--- src/rtl/tdp_pkg.sv ---
package tdp_pkg;

  typedef enum logic [3:0] {
    PH_LEAD   = 4'd0,
    PH_FIRST  = 4'd1,
    PH_COLON  = 4'd2,
    PH_MIN    = 4'd3,
    PH_TRAIL  = 4'd4,
    PH_SUFFIX = 4'd5,
    PH_DONE   = 4'd6
  } phase_t;

  localparam logic [3:0] ERR_OK          = 4'd0;
  localparam logic [3:0] ERR_EMPTY       = 4'd1;
  localparam logic [3:0] ERR_HOURS_START = 4'd2;
  localparam logic [3:0] ERR_LAYOUT      = 4'd3;
  localparam logic [3:0] ERR_MIN_START   = 4'd4;
  localparam logic [3:0] ERR_MIN_RANGE   = 4'd5;
  localparam logic [3:0] ERR_HOURS_RANGE = 4'd6;
  localparam logic [3:0] ERR_HOURS_12H   = 4'd7;
  localparam logic [3:0] ERR_SUFFIX      = 4'd8;

  localparam logic [1:0] SUF_NONE = 2'd0;
  localparam logic [1:0] SUF_AM   = 2'd1;
  localparam logic [1:0] SUF_PM   = 2'd2;

  localparam logic [13:0] FIRST_MAX  = 14'd16383;
  localparam logic [2:0]  COUNT_MAX  = 3'd7;
  localparam logic [6:0]  MINUTE_MAX = 7'd127;

  localparam logic [16:0] SECONDS_MAX = 17'd86340;

  typedef struct packed {
    phase_t      phase;
    logic [13:0] first_number;
    logic [2:0]  digit_count;
    logic [6:0]  minute_number;
    logic [3:0]  latched_error;
    logic [1:0]  suffix_letter;
  } parse_state_t;

  typedef struct packed {
    logic       valid;
    logic [3:0] error_code;
    logic [4:0] hours;
    logic [5:0] minutes;
  } step_result_t;

  localparam parse_state_t PARSE_CLEAR = '{
    phase:         PH_LEAD,
    first_number:  14'd0,
    digit_count:   3'd0,
    minute_number: 7'd0,
    latched_error: ERR_OK,
    suffix_letter: SUF_NONE
  };

endpackage

--- src/rtl/time_of_day_text_parser.sv ---
// Clock-time text parser: feed one ASCII byte per transaction; each string
// (ended by a NUL byte or a byte with last_char set) yields one result with
// an error code and the seconds since midnight. A byte is captured in an
// input register at its accepting edge and advanced through the parse state
// at the edge on which the stage advances, which also loads its result, if
// any, into the output register that drives out_valid. The parse state
// loop is closed by combinational step logic, giving a sustained rate of
// one byte per cycle; input stalls only while a result waits in the output
// register and the next byte would produce another one.
module time_of_day_text_parser (
  input  logic        clk,
  input  logic        rst,
  input  logic        in_valid,
  output logic        in_ready,
  input  logic [7:0]  char_code,
  input  logic        last_char,
  output logic        out_valid,
  input  logic        out_ready,
  output logic [3:0]  error_code,
  output logic [16:0] seconds_of_day
);
  import tdp_pkg::*;

  logic         in_full;
  logic [7:0]   in_char;
  logic         in_last;
  parse_state_t state;
  parse_state_t state_next;
  logic         string_ended;
  logic         string_ended_next;
  step_result_t step_res;
  logic         stage_go;
  logic [4:0]   res_hours;
  logic [5:0]   res_minutes;

  tdp_step u_step (
    .state             (state),
    .string_ended      (string_ended),
    .char_code         (in_char),
    .last_char         (in_last),
    .state_next        (state_next),
    .string_ended_next (string_ended_next),
    .result            (step_res)
  );

  // Advance unless a new result would overwrite one still waiting.
  assign stage_go = in_full && (!step_res.valid || !out_valid || out_ready);
  assign in_ready = !in_full || stage_go;

  always_ff @(posedge clk) begin
    if (rst) begin
      in_full <= 1'b0;
    end else if (in_ready) begin
      in_full <= in_valid;
    end
  end

  always_ff @(posedge clk) begin
    if (in_ready && in_valid) begin
      in_char <= char_code;
      in_last <= last_char;
    end
  end

  always_ff @(posedge clk) begin
    if (rst) begin
      state        <= PARSE_CLEAR;
      string_ended <= 1'b0;
    end else if (stage_go) begin
      state        <= state_next;
      string_ended <= string_ended_next;
    end
  end

  always_ff @(posedge clk) begin
    if (rst) begin
      out_valid <= 1'b0;
    end else if (stage_go && step_res.valid) begin
      out_valid <= 1'b1;
    end else if (out_ready) begin
      out_valid <= 1'b0;
    end
  end

  always_ff @(posedge clk) begin
    if (stage_go && step_res.valid) begin
      error_code  <= step_res.error_code;
      res_hours   <= step_res.hours;
      res_minutes <= step_res.minutes;
    end
  end

  assign seconds_of_day = (error_code == ERR_OK)
                        ? ({12'd0, res_hours} * 17'd3600 + {11'd0, res_minutes} * 17'd60)
                        : 17'd0;

`ifndef SYNTHESIS
  a_ok_in_range: assert property (@(posedge clk) disable iff (rst)
    out_valid && (error_code == ERR_OK) |-> seconds_of_day <= SECONDS_MAX)
    else $error("seconds_of_day out of range on ok result");

  a_err_zero_secs: assert property (@(posedge clk) disable iff (rst)
    out_valid && (error_code != ERR_OK) |-> seconds_of_day == 17'd0)
    else $error("nonzero seconds on error result");

  a_err_code_range: assert property (@(posedge clk) disable iff (rst)
    out_valid |-> error_code <= ERR_SUFFIX)
    else $error("error code beyond defined set");

  a_in_hold: assert property (@(posedge clk) disable iff (rst)
    in_full && !stage_go |=> in_full && $stable(in_char) && $stable(in_last))
    else $error("stalled input byte lost");
`endif

endmodule

--- src/rtl/tdp_step.sv ---
module tdp_step (
  input  tdp_pkg::parse_state_t state,
  input  logic                  string_ended,
  input  logic [7:0]            char_code,
  input  logic                  last_char,
  output tdp_pkg::parse_state_t state_next,
  output logic                  string_ended_next,
  output tdp_pkg::step_result_t result
);
  import tdp_pkg::*;

  function automatic logic is_ws(input logic [7:0] c);
    return (c == 8'h20) || (c >= 8'h09 && c <= 8'h0d);
  endfunction

  function automatic logic is_dig(input logic [7:0] c);
    return (c >= 8'h30) && (c <= 8'h39);
  endfunction

  function automatic parse_state_t finish(input parse_state_t s, input logic [3:0] e);
    parse_state_t r;
    r = s;
    r.latched_error = e;
    r.phase = PH_DONE;
    return r;
  endfunction

  function automatic parse_state_t trail(input parse_state_t s, input logic [7:0] c);
    parse_state_t r;
    r = s;
    if (c == 8'h00) begin
      r = finish(s, ERR_OK);
    end else if (is_ws(c)) begin
      r.phase = PH_TRAIL;
    end else if (c == 8'h41 || c == 8'h61) begin
      r.suffix_letter = SUF_AM;
      r.phase = PH_SUFFIX;
    end else if (c == 8'h50 || c == 8'h70) begin
      r.suffix_letter = SUF_PM;
      r.phase = PH_SUFFIX;
    end else begin
      r = finish(s, ERR_SUFFIX);
    end
    return r;
  endfunction

  // Minutes are checked before hours.
  function automatic parse_state_t check_trail(input parse_state_t s, input logic [7:0] c);
    parse_state_t r;
    if (s.minute_number >= 7'd60) begin
      r = finish(s, ERR_MIN_RANGE);
    end else if (s.first_number > 14'd23) begin
      r = finish(s, ERR_HOURS_RANGE);
    end else begin
      r = trail(s, c);
    end
    return r;
  endfunction

  // Split HHMM: divide by 100 through a reciprocal, exact below 16384.
  function automatic parse_state_t split_hhmm(input parse_state_t s);
    parse_state_t r;
    logic [26:0] prod;
    logic [7:0]  quot;
    logic [13:0] rem;
    r = s;
    prod = {13'd0, s.first_number} * 27'd5243;
    quot = prod[26:19];
    rem = s.first_number - 14'({6'd0, quot} * 14'd100);
    r.first_number = {6'd0, quot};
    r.minute_number = rem[6:0];
    return r;
  endfunction

  function automatic parse_state_t suffix(input parse_state_t s, input logic [7:0] c);
    parse_state_t r;
    logic [13:0] h;
    r = s;
    h = s.first_number;
    if (c != 8'h4d && c != 8'h6d) begin
      r = finish(s, ERR_SUFFIX);
    end else if (h < 14'd1 || h > 14'd12) begin
      r = finish(s, ERR_HOURS_12H);
    end else begin
      if (s.suffix_letter == SUF_AM) begin
        if (h == 14'd12) h = 14'd0;
      end else if (h != 14'd12) begin
        h = h + 14'd12;
      end
      r.first_number = h;
      r = finish(r, ERR_OK);
    end
    return r;
  endfunction

  function automatic parse_state_t feed(input parse_state_t s, input logic [7:0] c);
    parse_state_t r;
    logic [17:0]  fv;
    logic [10:0]  mv;
    r = s;
    fv = {4'd0, s.first_number} * 18'd10 + {14'd0, c[3:0]};
    mv = {4'd0, s.minute_number} * 11'd10 + {7'd0, c[3:0]};
    case (s.phase)
      PH_LEAD: begin
        if (c == 8'h00) begin
          r = finish(s, ERR_EMPTY);
        end else if (is_ws(c)) begin
          r = s;
        end else if (is_dig(c)) begin
          r.first_number = {10'd0, c[3:0]};
          r.digit_count = 3'd1;
          r.phase = PH_FIRST;
        end else begin
          r = finish(s, ERR_HOURS_START);
        end
      end
      PH_FIRST: begin
        if (is_dig(c)) begin
          r.first_number = (fv > {4'd0, FIRST_MAX}) ? FIRST_MAX : fv[13:0];
          if (s.digit_count < COUNT_MAX) r.digit_count = s.digit_count + 3'd1;
        end else if (s.digit_count == 3'd4) begin
          r = check_trail(split_hhmm(s), c);
        end else if (c == 8'h3a) begin
          r.phase = PH_COLON;
        end else if (s.digit_count == 3'd2) begin
          r.minute_number = 7'd0;
          r = check_trail(r, c);
        end else begin
          r = finish(s, ERR_LAYOUT);
        end
      end
      PH_COLON: begin
        if (is_dig(c)) begin
          r.minute_number = {3'd0, c[3:0]};
          r.phase = PH_MIN;
        end else begin
          r = finish(s, ERR_MIN_START);
        end
      end
      PH_MIN: begin
        if (is_dig(c)) begin
          r.minute_number = (mv > {4'd0, MINUTE_MAX}) ? MINUTE_MAX : mv[6:0];
        end else begin
          r = check_trail(s, c);
        end
      end
      PH_TRAIL:  r = trail(s, c);
      PH_SUFFIX: r = suffix(s, c);
      default:   r = s;
    endcase
    return r;
  endfunction

  parse_state_t after_char;
  parse_state_t after_end;
  logic         ends_here;

  assign after_char = feed(state, char_code);
  // A marked nonzero byte is followed by an implied terminator.
  assign after_end  = (char_code != 8'h00) ? feed(after_char, 8'h00) : after_char;
  assign ends_here  = (char_code == 8'h00) || last_char;

  always_comb begin
    state_next        = state;
    string_ended_next = string_ended;
    result            = '0;
    if (string_ended) begin
      // Drop bytes up to and including the next marked one.
      if (last_char) begin
        string_ended_next = 1'b0;
        state_next        = PARSE_CLEAR;
      end
    end else if (!ends_here) begin
      state_next = after_char;
    end else begin
      result.valid      = 1'b1;
      result.error_code = after_end.latched_error;
      result.hours      = after_end.first_number[4:0];
      result.minutes    = after_end.minute_number[5:0];
      state_next        = PARSE_CLEAR;
      string_ended_next = (char_code == 8'h00) && !last_char;
    end
  end

endmodule
--- config.mk ---
export PLATFORM = sky130hd
export DESIGN_NAME = time_of_day_text_parser
export DESIGN_NICKNAME = d
export VERILOG_FILES = /design/src/rtl/tdp_pkg.sv /design/src/rtl/time_of_day_text_parser.sv /design/src/rtl/tdp_step.sv
export SDC_FILE = /design/constraint.sdc
export NUM_CORES = 1
export LEC_CHECK = 0
export BUFFER_PORTS_ARGS = -buffer_cell sky130_fd_sc_hd__clkbuf_2
export CORE_AREA = 4 4 171 173
export CTS_CLUSTER_SIZE = 12
export DETAILED_ROUTE_END_ITERATION = 6
export DIE_AREA = 0 0 175 177
export GPL_TIMING_DRIVEN = 0
export HOLD_SLACK_MARGIN = 0.02
export PLACE_DENSITY = 0.78
export SLEW_MARGIN = 5
export SYNTH_ARGS = -nofsm -noshare
export SYNTH_HDL_FRONTEND = slang
export SYNTH_SLANG_ARGS = --single-unit
--- constraint.sdc ---
create_clock -name clk -period 13.4 [get_ports clk]
set_input_delay 2.68 -clock clk [delete_from_list [all_inputs] [get_ports clk]]
set_output_delay 2.68 -clock clk [all_outputs]
set_load 0.05 [all_outputs]
==> impl_metrics.tcl, run 1 <==
set metrics [dict create \
    final_cell_mix "328 x inv_1, 301 x ha_1, 152 x fa_1, 141 x nor2_1, 93 x nand2_1" \
    root_buffer "clkbuf_16" \
    grt.overflow.total 0 \
    finalSetupTns_ps 0 \
    pwr-share-clk_pct 38.0 \
    use_met2_pct 47.5 \
    core_sq_um 27600 \
    worstSkewPairLatency_ps 340 \
    hold_violations 0 \
    drc 0 \
    leakagePower_uw 0.00850 \
    grt_max_degree 17 \
    dieWidth_um 175 \
    drv_cap 0 \
    synth_seq_cells 61 \
    critPathArrivalTime_ps 12950 \
    finalInstanceArea_sq_um 16500 \
    synth_warnings 0 \
    mostFrequentLayoutCell "inv_1" \
    grt_usage_pct 28.4 \
    criticalPathCategory "register to register" \
    wirelength_um 43900 \
    vias_per_cell 6.06 \
    firstDrtPassIters 6 \
    antenna_left 0 \
    grt_antenna_before_repair 0 \
    ys_async_sr_fraction_pct 0 \
    r2r_start "state[24]" \
    combPwrFrac_pct 26.7 \
    critPathBufInv 7 \
    period_needed_ps 12760 \
    drv_slew 0 \
    cts.sinks 61 \
    timing.fmax_mhz 78.4 \
    synth_edf_count 24 \
    rows 61 \
    met1_usage_pct 37.4 \
    synth_area_sq_um 15400 \
    first_global_vias 13513 \
    slew_headroom_pct 17.0 \
    seqPwrFrac_pct 35.3 \
    grt_pass1_wl_um 70500 \
    synth_cell_type_count 93 \
    start_kind "register" \
    top_usage_layer "met2" \
    gp_congestion 0.980 \
    grt_setup_unrepaired "no" \
    hold_path.class "register to register" \
    fillers 2447 \
    outcome "finished clean" \
    gr-usage-met3_pct 3.91 \
    cp_slowest_stage_delay_ps 740 \
    synth_ff_type "dfxtp_1" \
    switchingPower_uw 193 \
    area_growth_pct 6.98 \
    fin_nets 2336 \
    clk_pin_slew_ps 60 \
    p_per_area_nw_per_um2 34.8 \
    path_max_fanout 11 \
    critPathCaptureType "register" \
    layout-drive-gt1-share_pct 6.13 \
    avgSynthCellArea_sq_um 8.49 \
    diodes 0 \
    tightest_slew_ps 1230 \
    crit_start "state[24]" \
    cts_tree "done" \
    vias 13648 \
    yosysSeqAreaShare_pct 9.49 \
    drt_iter0_markers 1427 \
    die_y_um 177 \
    io-pin-count 36 \
    port_buffers 32 \
    netlist_instances 1813 \
    cp.required_ps 13590 \
    cp_slowest_cell "dfxtp_1" \
    place_hpwl_um 36100 \
    finalPower_uw 574 \
    cts.path.max_buffers 2 \
    die-area_sq_um 31000 \
    intPower_uw 381 \
    setup_viol 0 \
    min_from "state[0]" \
    cts-buffers-inserted 9 \
    skew_ps 9.67 \
    crit_family "adder cells" \
    ir_drop_v 0.0000607 \
    wl_per_cell_um 19.5 \
    final_util_pct 59.6 \
    period_share_pct 95.2 \
    htreeDepth 3 \
    placed_cell_area_sq_um 16000 \
    start_util_pct 55.7 \
    p_sw_share_pct 33.6 \
    cp_common_cell "fa_1" \
]
state kept, by name, indices dropped and copies added, names as in the netlist:
name and cells:
state 34, in_char 8, res_minutes 6, res_hours 5, error_code 4, in_full 1
in_last 1, out_valid 1, string_ended 1
layout make-up:
type | instances | area (sq um) | area share (%)
flip-flops and latches | 61 | 1470 | 8.95
multi-input cells | 1376 | 12600 | 76.2
repair buffers | 45 | 265 | 1.61
well taps | 378 | 473 | 2.87
clock buffers | 10 | 229 | 1.39
clock inverters | 6 | 37.5 | 0.228
plain buffers | 48 | 209 | 1.27
inverters | 329 | 1230 | 7.50
per-layer routing:
| metal | up-vias | routed length [um] |
|---|---|---|
| li1 | 6365 | - |
| met1 | 6564 | 18300 |
| met4 | 0 | 1780 |
| met2 | 586 | 20700 |
| met5 | - | 0 |
| met3 | 133 | 3200 |
Yosys cell counts (7+ instances only):
cell,instances,area [sq um]
inv_1,328,1230
ha_1,301,3770
fa_1,152,3040
nor2_1,141,529
a21oi_1,93,465
nand2_1,93,349
o21ai_0,61,305
xnor2_1,51,447
dfxtp_1,37,741
clkbuf_1,36,135
a21o_1,30,225
nand3_1,30,150
nor3_1,28,140
a22oi_1,26,195
edfxtp_1,24,721
and3_1,21,131
a211oi_1,20,150
nand4_1,20,125
a31oi_1,19,119
nor2b_1,18,113
o211ai_1,18,135
xor2_1,18,158
nand2b_1,16,100
o21a_1,14,105
and2_1,11,68.8
o2111ai_1,9,78.8
a221oi_1,8,70.1
a2bb2oi_1,8,70.1
mux2i_1,8,80.1
o21bai_1,8,60.1
a211o_1,7,61.3
nor4_1,7,43.8
o221ai_1,7,61.3
o22ai_1,7,43.8
or2_2,7,43.8
worst register-to-register path, delay by kind of cell, from the launching register on:
kind | cells | cell delay (ps)
xor+xnor | 4 | 940
simple gates | 3 | 610
flops | 1 | 740
compound gates | 15 | 3800
buf+inv | 7 | 520
mux | 1 | 280
fa+ha+maj | 14 | 5710
path summary, 6_finish.rpt:
path | to | slack (ps) | depth (start not counted)
max | error_code[1] | 640 | 44
min | state[0] | 540 | 2
max reg2reg | error_code[1] | 640 | 44
min reg2reg | state[0] | 540 | 2
power by group through the flow:
stage | Sequential [uW] | Combinational (uW) | Clock, uW
3_5_place_dp | 206 | 149 | 0
6_report | 203 | 153 | 218
3_3_place_gp | 206 | 145 | 0
4_1_cts | 202 | 151 | 216
2_1_floorplan | 206 | 113 | 0
5_1_grt | 203 | 170 | 225
stage by stage:
stage | hold slack, ps | cells | setup slack (ps)
after floorplan | 470 | 1814 | 2040
after global placement | 510 | 2224 | -121
after detailed placement | 522 | 2226 | -289
after CTS | 531 | 2242 | 4.95
after global routing | 557 | 2253 | 10.2
final | 535 | 2253 | 644
logic make-up (layout without fill, tap and decap cells):
family | count (synthesis) | in the layout | synth area share, %
simple gates | 438 | 438 | 14.3
flops | 61 | 61 | 9.49
buf+inv | 377 | 438 | 9.38
compound gates | 404 | 404 | 18.0
mux | 10 | 10 | 0.666
other cells | 1 | 2 | 0.0243
fa+ha+maj | 453 | 453 | 44.2
xor+xnor | 69 | 69 | 3.92
what timing repair did:
item,4_1_cts,5_1_grt
setup buffers,0,11
gates resized for setup,3,16
endpoints found under the hold margin,0,0
endpoints found under the setup margin,3,3
hold buffers,0,0
gates cloned,0,0
pin swaps,0,4
No activity file was read; power rests on OpenSTA's default activity.
==> run 2: changes to the inputs <==
--- a/config.mk
+++ b/config.mk
@@ -12,7 +12,7 @@
 export DIE_AREA = 0 0 175 177
 export GPL_TIMING_DRIVEN = 0
 export HOLD_SLACK_MARGIN = 0.02
-export PLACE_DENSITY = 0.78
+export PLACE_DENSITY = 0.72
 export SLEW_MARGIN = 5
 export SYNTH_ARGS = -nofsm -noshare
 export SYNTH_HDL_FRONTEND = slang
==> impl_metrics.tcl, run 2 (same netlist as run 1, synthesis figures left out) <==
set metrics [dict create \
    pwr-share-clk_pct 40.3 \
    critPathCaptureType "register" \
    drv_slew 0 \
    path_max_fanout 10 \
    vias_per_cell 6.00 \
    period_share_pct 94.8 \
    dieWidth_um 175 \
    period_needed_ps 12700 \
    die_y_um 177 \
    critPathArrivalTime_ps 12910 \
    grt_max_degree 17 \
    gp_congestion 1.04 \
    cp_slowest_cell "dfxtp_2" \
    drv_cap 0 \
    drc 0 \
    finalPower_uw 590 \
    cts.path.max_buffers 2 \
    root_buffer "clkbuf_16" \
    slew_headroom_pct 12.6 \
    rows 61 \
    fin_cells 2254 \
    port_buffers 32 \
    gr-usage-met3_pct 4.06 \
    clk_pin_slew_ps 50 \
    largest_reg_flops 34 \
    seqPwrFrac_pct 34.3 \
    timing.fmax_mhz 78.7 \
    p_sw_share_pct 32.2 \
    area_growth_pct 7.33 \
    hold_buffers 0 \
    grt_pass1_wl_um 71300 \
    skew_ps 7.35 \
    mostFrequentLayoutCell "inv_1" \
    start_util_pct 55.7 \
    grt.overflow.total 0 \
    use_met2_pct 47.5 \
    final_cell_mix "328 x inv_1, 301 x ha_1, 152 x fa_1, 141 x nor2_1, 93 x nand2_1" \
    combPwrFrac_pct 25.4 \
    htreeDepth 3 \
    numPlacedInstances 2226 \
    place_hpwl_um 35800 \
    wl_per_cell_um 19.3 \
    p_per_area_nw_per_um2 35.7 \
    hold_path.class "register to register" \
    die-area_sq_um 31000 \
    hold_violations 0 \
    whs_ps 526 \
    intPower_uw 400 \
    first_global_vias 13572 \
    layout-drive-gt1-share_pct 6.40 \
    leakagePower_uw 0.00851 \
    met1_usage_pct 38.5 \
    vias 13525 \
    io-pin-count 36 \
    ir_drop_v 0.0000574 \
    grt_antenna_before_repair 0 \
    antenna_left 0 \
    setup_viol 0 \
    core_sq_um 27600 \
    cp.required_ps 13610 \
    switchingPower_uw 190 \
    top_regs "state: 34 flops, in_char: 8 flops, res_minutes: 6 flops" \
    diodes 0 \
    cp_slowest_stage_delay_ps 570 \
    cts.sinks 61 \
    firstDrtPassIters 6 \
    cts-buffers-inserted 9 \
    finalSetupTns_ps 0 \
    fin_nets 2337 \
    fillers 2451 \
    grt_usage_pct 28.7 \
    top_register "state" \
    criticalPathCategory "register to register" \
    cts_tree "done" \
    wirelength_um 43400 \
    top_usage_layer "met2" \
    cp_common_cell "inv_1" \
    outcome "finished clean" \
    worstSkewPairLatency_ps 350 \
    tightest_slew_ps 1310 \
    start_kind "register" \
    drt_iter0_markers 1168 \
]
-- run 2: critical path: cells and delay by family, from the launching register on --
family,cells,cell delay (ps)
mux,1,270
compound gates,15,3850
xor+xnor,3,630
buf+inv,9,700
simple gates,3,740
flops,1,570
fa+ha+maj,14,5790
-- run 2: layer usage --
layer	share of wire, %	up-vias	routed length, um
met1	44	6556	18900
met2	46	508	20000
li1	-	6347	-
met4	3.8	0	1660
met5	0	-	0
met3	6.7	114	2900
-- run 2: area by class of cell --
cell class	instances	area [sq um]	share of cell area (%)
multi-input cells	1376	12600	76.0
flip-flops and latches	61	1480	8.93
inverters	329	1230	7.47
well taps	378	473	2.86
repair buffers	47	280	1.70
clock buffers	10	229	1.39
plain buffers	47	205	1.24
clock inverters	6	62.6	0.378
-- run 2: timing repair --
action	in CTS	in global routing
setup buffers	2	11
endpoints found under the setup margin	3	3
pin swaps	1	3
resized for setup	5	19
-- run 2: final timing paths --
path	to	slack, ps	from	depth (start not counted)
worst min-delay path	string_ended	530	in_last	1
worst max-delay path	error_code[1]	700	state[22]	45
worst max register to register	error_code[1]	700	state[22]	45
worst min register to register	string_ended	530	in_last	1
-- run 2: per-stage QoR --
stage               setup WS [ps]  cell area (sq um)  util (%)
global route                -14.6              16500      59.8
finish                        695              16500      59.8
detailed placement           -323              16000      58.1
floorplan                    2040              15400         -
CTS                          30.0              16400      59.3
global placement             -292              16000      58.0
-- run 2: power by group through the flow --
stage | registers (uW) | logic, uW | clock network, uW
6_report | 202 | 150 | 238
3_3_place_gp | 206 | 144 | 0
5_1_grt | 203 | 169 | 245
2_1_floorplan | 206 | 113 | 0
3_5_place_dp | 206 | 146 | 0
4_1_cts | 202 | 148 | 239
==> run 3: changes to the inputs <==
--- a/config.mk
+++ b/config.mk
@@ -12,7 +12,7 @@
 export DIE_AREA = 0 0 175 177
 export GPL_TIMING_DRIVEN = 0
 export HOLD_SLACK_MARGIN = 0.02
-export PLACE_DENSITY = 0.72
+export PLACE_DENSITY = 0.75
 export SLEW_MARGIN = 5
 export SYNTH_ARGS = -nofsm -noshare
 export SYNTH_HDL_FRONTEND = slang
==> constraint.sdc (replaced) <==
create_clock -name clk -period 11 [get_ports clk]
set_input_delay 2.2 -clock clk [delete_from_list [all_inputs] [get_ports clk]]
set_output_delay 2.2 -clock clk [all_outputs]
set_load 0.05 [all_outputs]
==> impl_metrics.tcl, run 3 (same netlist as run 1, synthesis figures left out) <==
set metrics [dict create \
    firstDrtPassIters 6 \
    die_y_um 177 \
    grt.overflow.total 0 \
    antenna_left 0 \
    setup_viol 3 \
    leakagePower_uw 0.00896 \
    mostFrequentLayoutCell "inv_1" \
    drv_cap 0 \
    wl_per_cell_um 20.9 \
    top_register "state" \
    period_needed_ps 11520 \
    min_from "state[0]" \
    use_met2_pct 52.0 \
    htreeDepth 3 \
    place_hpwl_um 36100 \
    cts.sinks 61 \
    vias_per_cell 6.17 \
    hold_end "state[0]" \
    critPathCaptureType "register" \
    final_cell_mix "299 x inv_1, 250 x ha_1, 148 x fa_1, 140 x nor2_1, 103 x buf_4" \
    core_sq_um 27600 \
    hold_path.class "register to register" \
    start_util_pct 55.7 \
    cp_slowest_stage_delay_ps 580 \
    hold_buffers 0 \
    numPlacedInstances 2226 \
    fillers 2207 \
    grt_pass1_wl_um 76800 \
    die-area_sq_um 31000 \
    timing.fmax_mhz 86.8 \
    hold_violations 0 \
    placed_cell_area_sq_um 16100 \
    clk_pin_slew_ps 60 \
    area_growth_pct 18.6 \
    cp_slowest_cell "fa_1" \
    intPower_uw 499 \
    io-pin-count 36 \
    seqPwrFrac_pct 33.1 \
    grt_usage_pct 31.0 \
    met1_usage_pct 39.1 \
    diodes 0 \
    tightest_slew_ps 1240 \
    gp_congestion 0.982 \
    drt_iter0_markers 1591 \
    worstSkewPairLatency_ps 340 \
    ir_drop_v 0.0000729 \
    top_regs "state: 34 flops, in_char: 8 flops, res_minutes: 6 flops" \
    period_share_pct 105 \
    start_kind "register" \
    violations "negative setup slack" \
    cp_common_cell "fa_1" \
    first_global_vias 14452 \
    cts_tree "done" \
    root_buffer "clkbuf_16" \
    finalInstanceArea_sq_um 18300 \
    gr-usage-met3_pct 4.10 \
    slew_headroom_pct 15.7 \
    wirelength_um 49200 \
    outcome "finished with violations" \
    fin_cells 2350 \
    finalSetupTns_ps -1320 \
    p_sw_share_pct 32.1 \
    p_per_area_nw_per_um2 40.2 \
    layout_setup_ws_ps -523 \
    dpl_worst_slack_ps -2500 \
    grt_antenna_before_repair 0 \
    combPwrFrac_pct 26.1 \
    rr_worst_depth 46 \
    fin_nets 2433 \
    dieWidth_um 175 \
    layout-drive-gt1-share_pct 18.0 \
    port_buffers 32 \
    worstReg2RegEnd "error_code[1]" \
    rows 61 \
    largest_reg_flops 34 \
    vias 14491 \
    holdPathStages 2 \
    cts-buffers-inserted 9 \
    r2r_start "state[26]" \
    cp.required_ps 11190 \
    pwr-share-clk_pct 40.8 \
    top_usage_layer "met2" \
    crit_start "state[26]" \
    drc 0 \
    rrSetupSlack_ps -520 \
    critPathArrivalTime_ps 11720 \
    criticalPathCategory "register to register" \
    drv_slew 0 \
    cts.path.max_buffers 2 \
    switchingPower_uw 236 \
    skew_ps 11.0 \
    grt_setup_unrepaired "yes" \
    path_max_fanout 7 \
    grt_max_degree 17 \
]
-- run 3: layer usage --
| layer | routed length, um | vias up |
|---|---|---|
| met5 | 0 | - |
| met4 | 3350 | 0 |
| met3 | 3800 | 250 |
| met2 | 22900 | 802 |
| met1 | 19100 | 6897 |
| li1 | - | 6542 |
-- run 3: repair_timing --
action | in CTS | in global routing
setup endpoints to repair | 11 | 5
pin swaps | 91 | 70
setup buffers | 95 | 18
resized for setup | 156 | 54
-- run 3: per-stage QoR --
step                hold WS [ps]  total power (uW)  util (%)
floorplan                    470               389         -
global placement             505               427      58.2
detailed placement           510               431      58.2
CTS                          518               728      64.6
global route                 532               766      66.1
finish                       514               734      66.1
-- run 3: cell type report --
cell class	instances	area (sq um)	share of cell area [%]
Sequential cell	61	1510	8.29
Clock inverter	3	21.3	0.116
Timing Repair Buffer	144	1060	5.79
Clock buffer	13	292	1.60
Multi-Input combinational cell	1376	13400	73.6
Buffer	46	203	1.11
Inverter	329	1270	6.95
Tap cell	378	473	2.59
-- run 3: power by group through the flow --
stage               Combinational, uW  Sequential [uW]  Clock [uW]
finish                            192              243         299
global route                      214              244         308
CTS                               187              243         298
detailed placement                180              251           0
global placement                  176              251           0
floorplan                         138              251           0
-- run 3: how the worst max path moves through the flow --
stage,endpoint,cells past startpoint
final,error_code[1],46
after global routing,error_code[1],48
after CTS,error_code[1],44
after detailed placement,error_code[1],46
after global placement,error_code[1],47
after floorplan,error_code[1],45
-- run 3: worst max-delay path: cells and delay by family (launching register included) --
| kind | cells | cell delay (ps) |
|---|---|---|
| AO/OA/AOI/OAI | 15 | 3080 |
| XOR/XNOR | 4 | 640 |
| adder cells (fa/ha/maj) | 14 | 5560 |
| buffers and inverters | 9 | 740 |
| flip-flops | 1 | 450 |
| multiplexers | 1 | 300 |
| AND/OR/NAND/NOR | 3 | 580 |
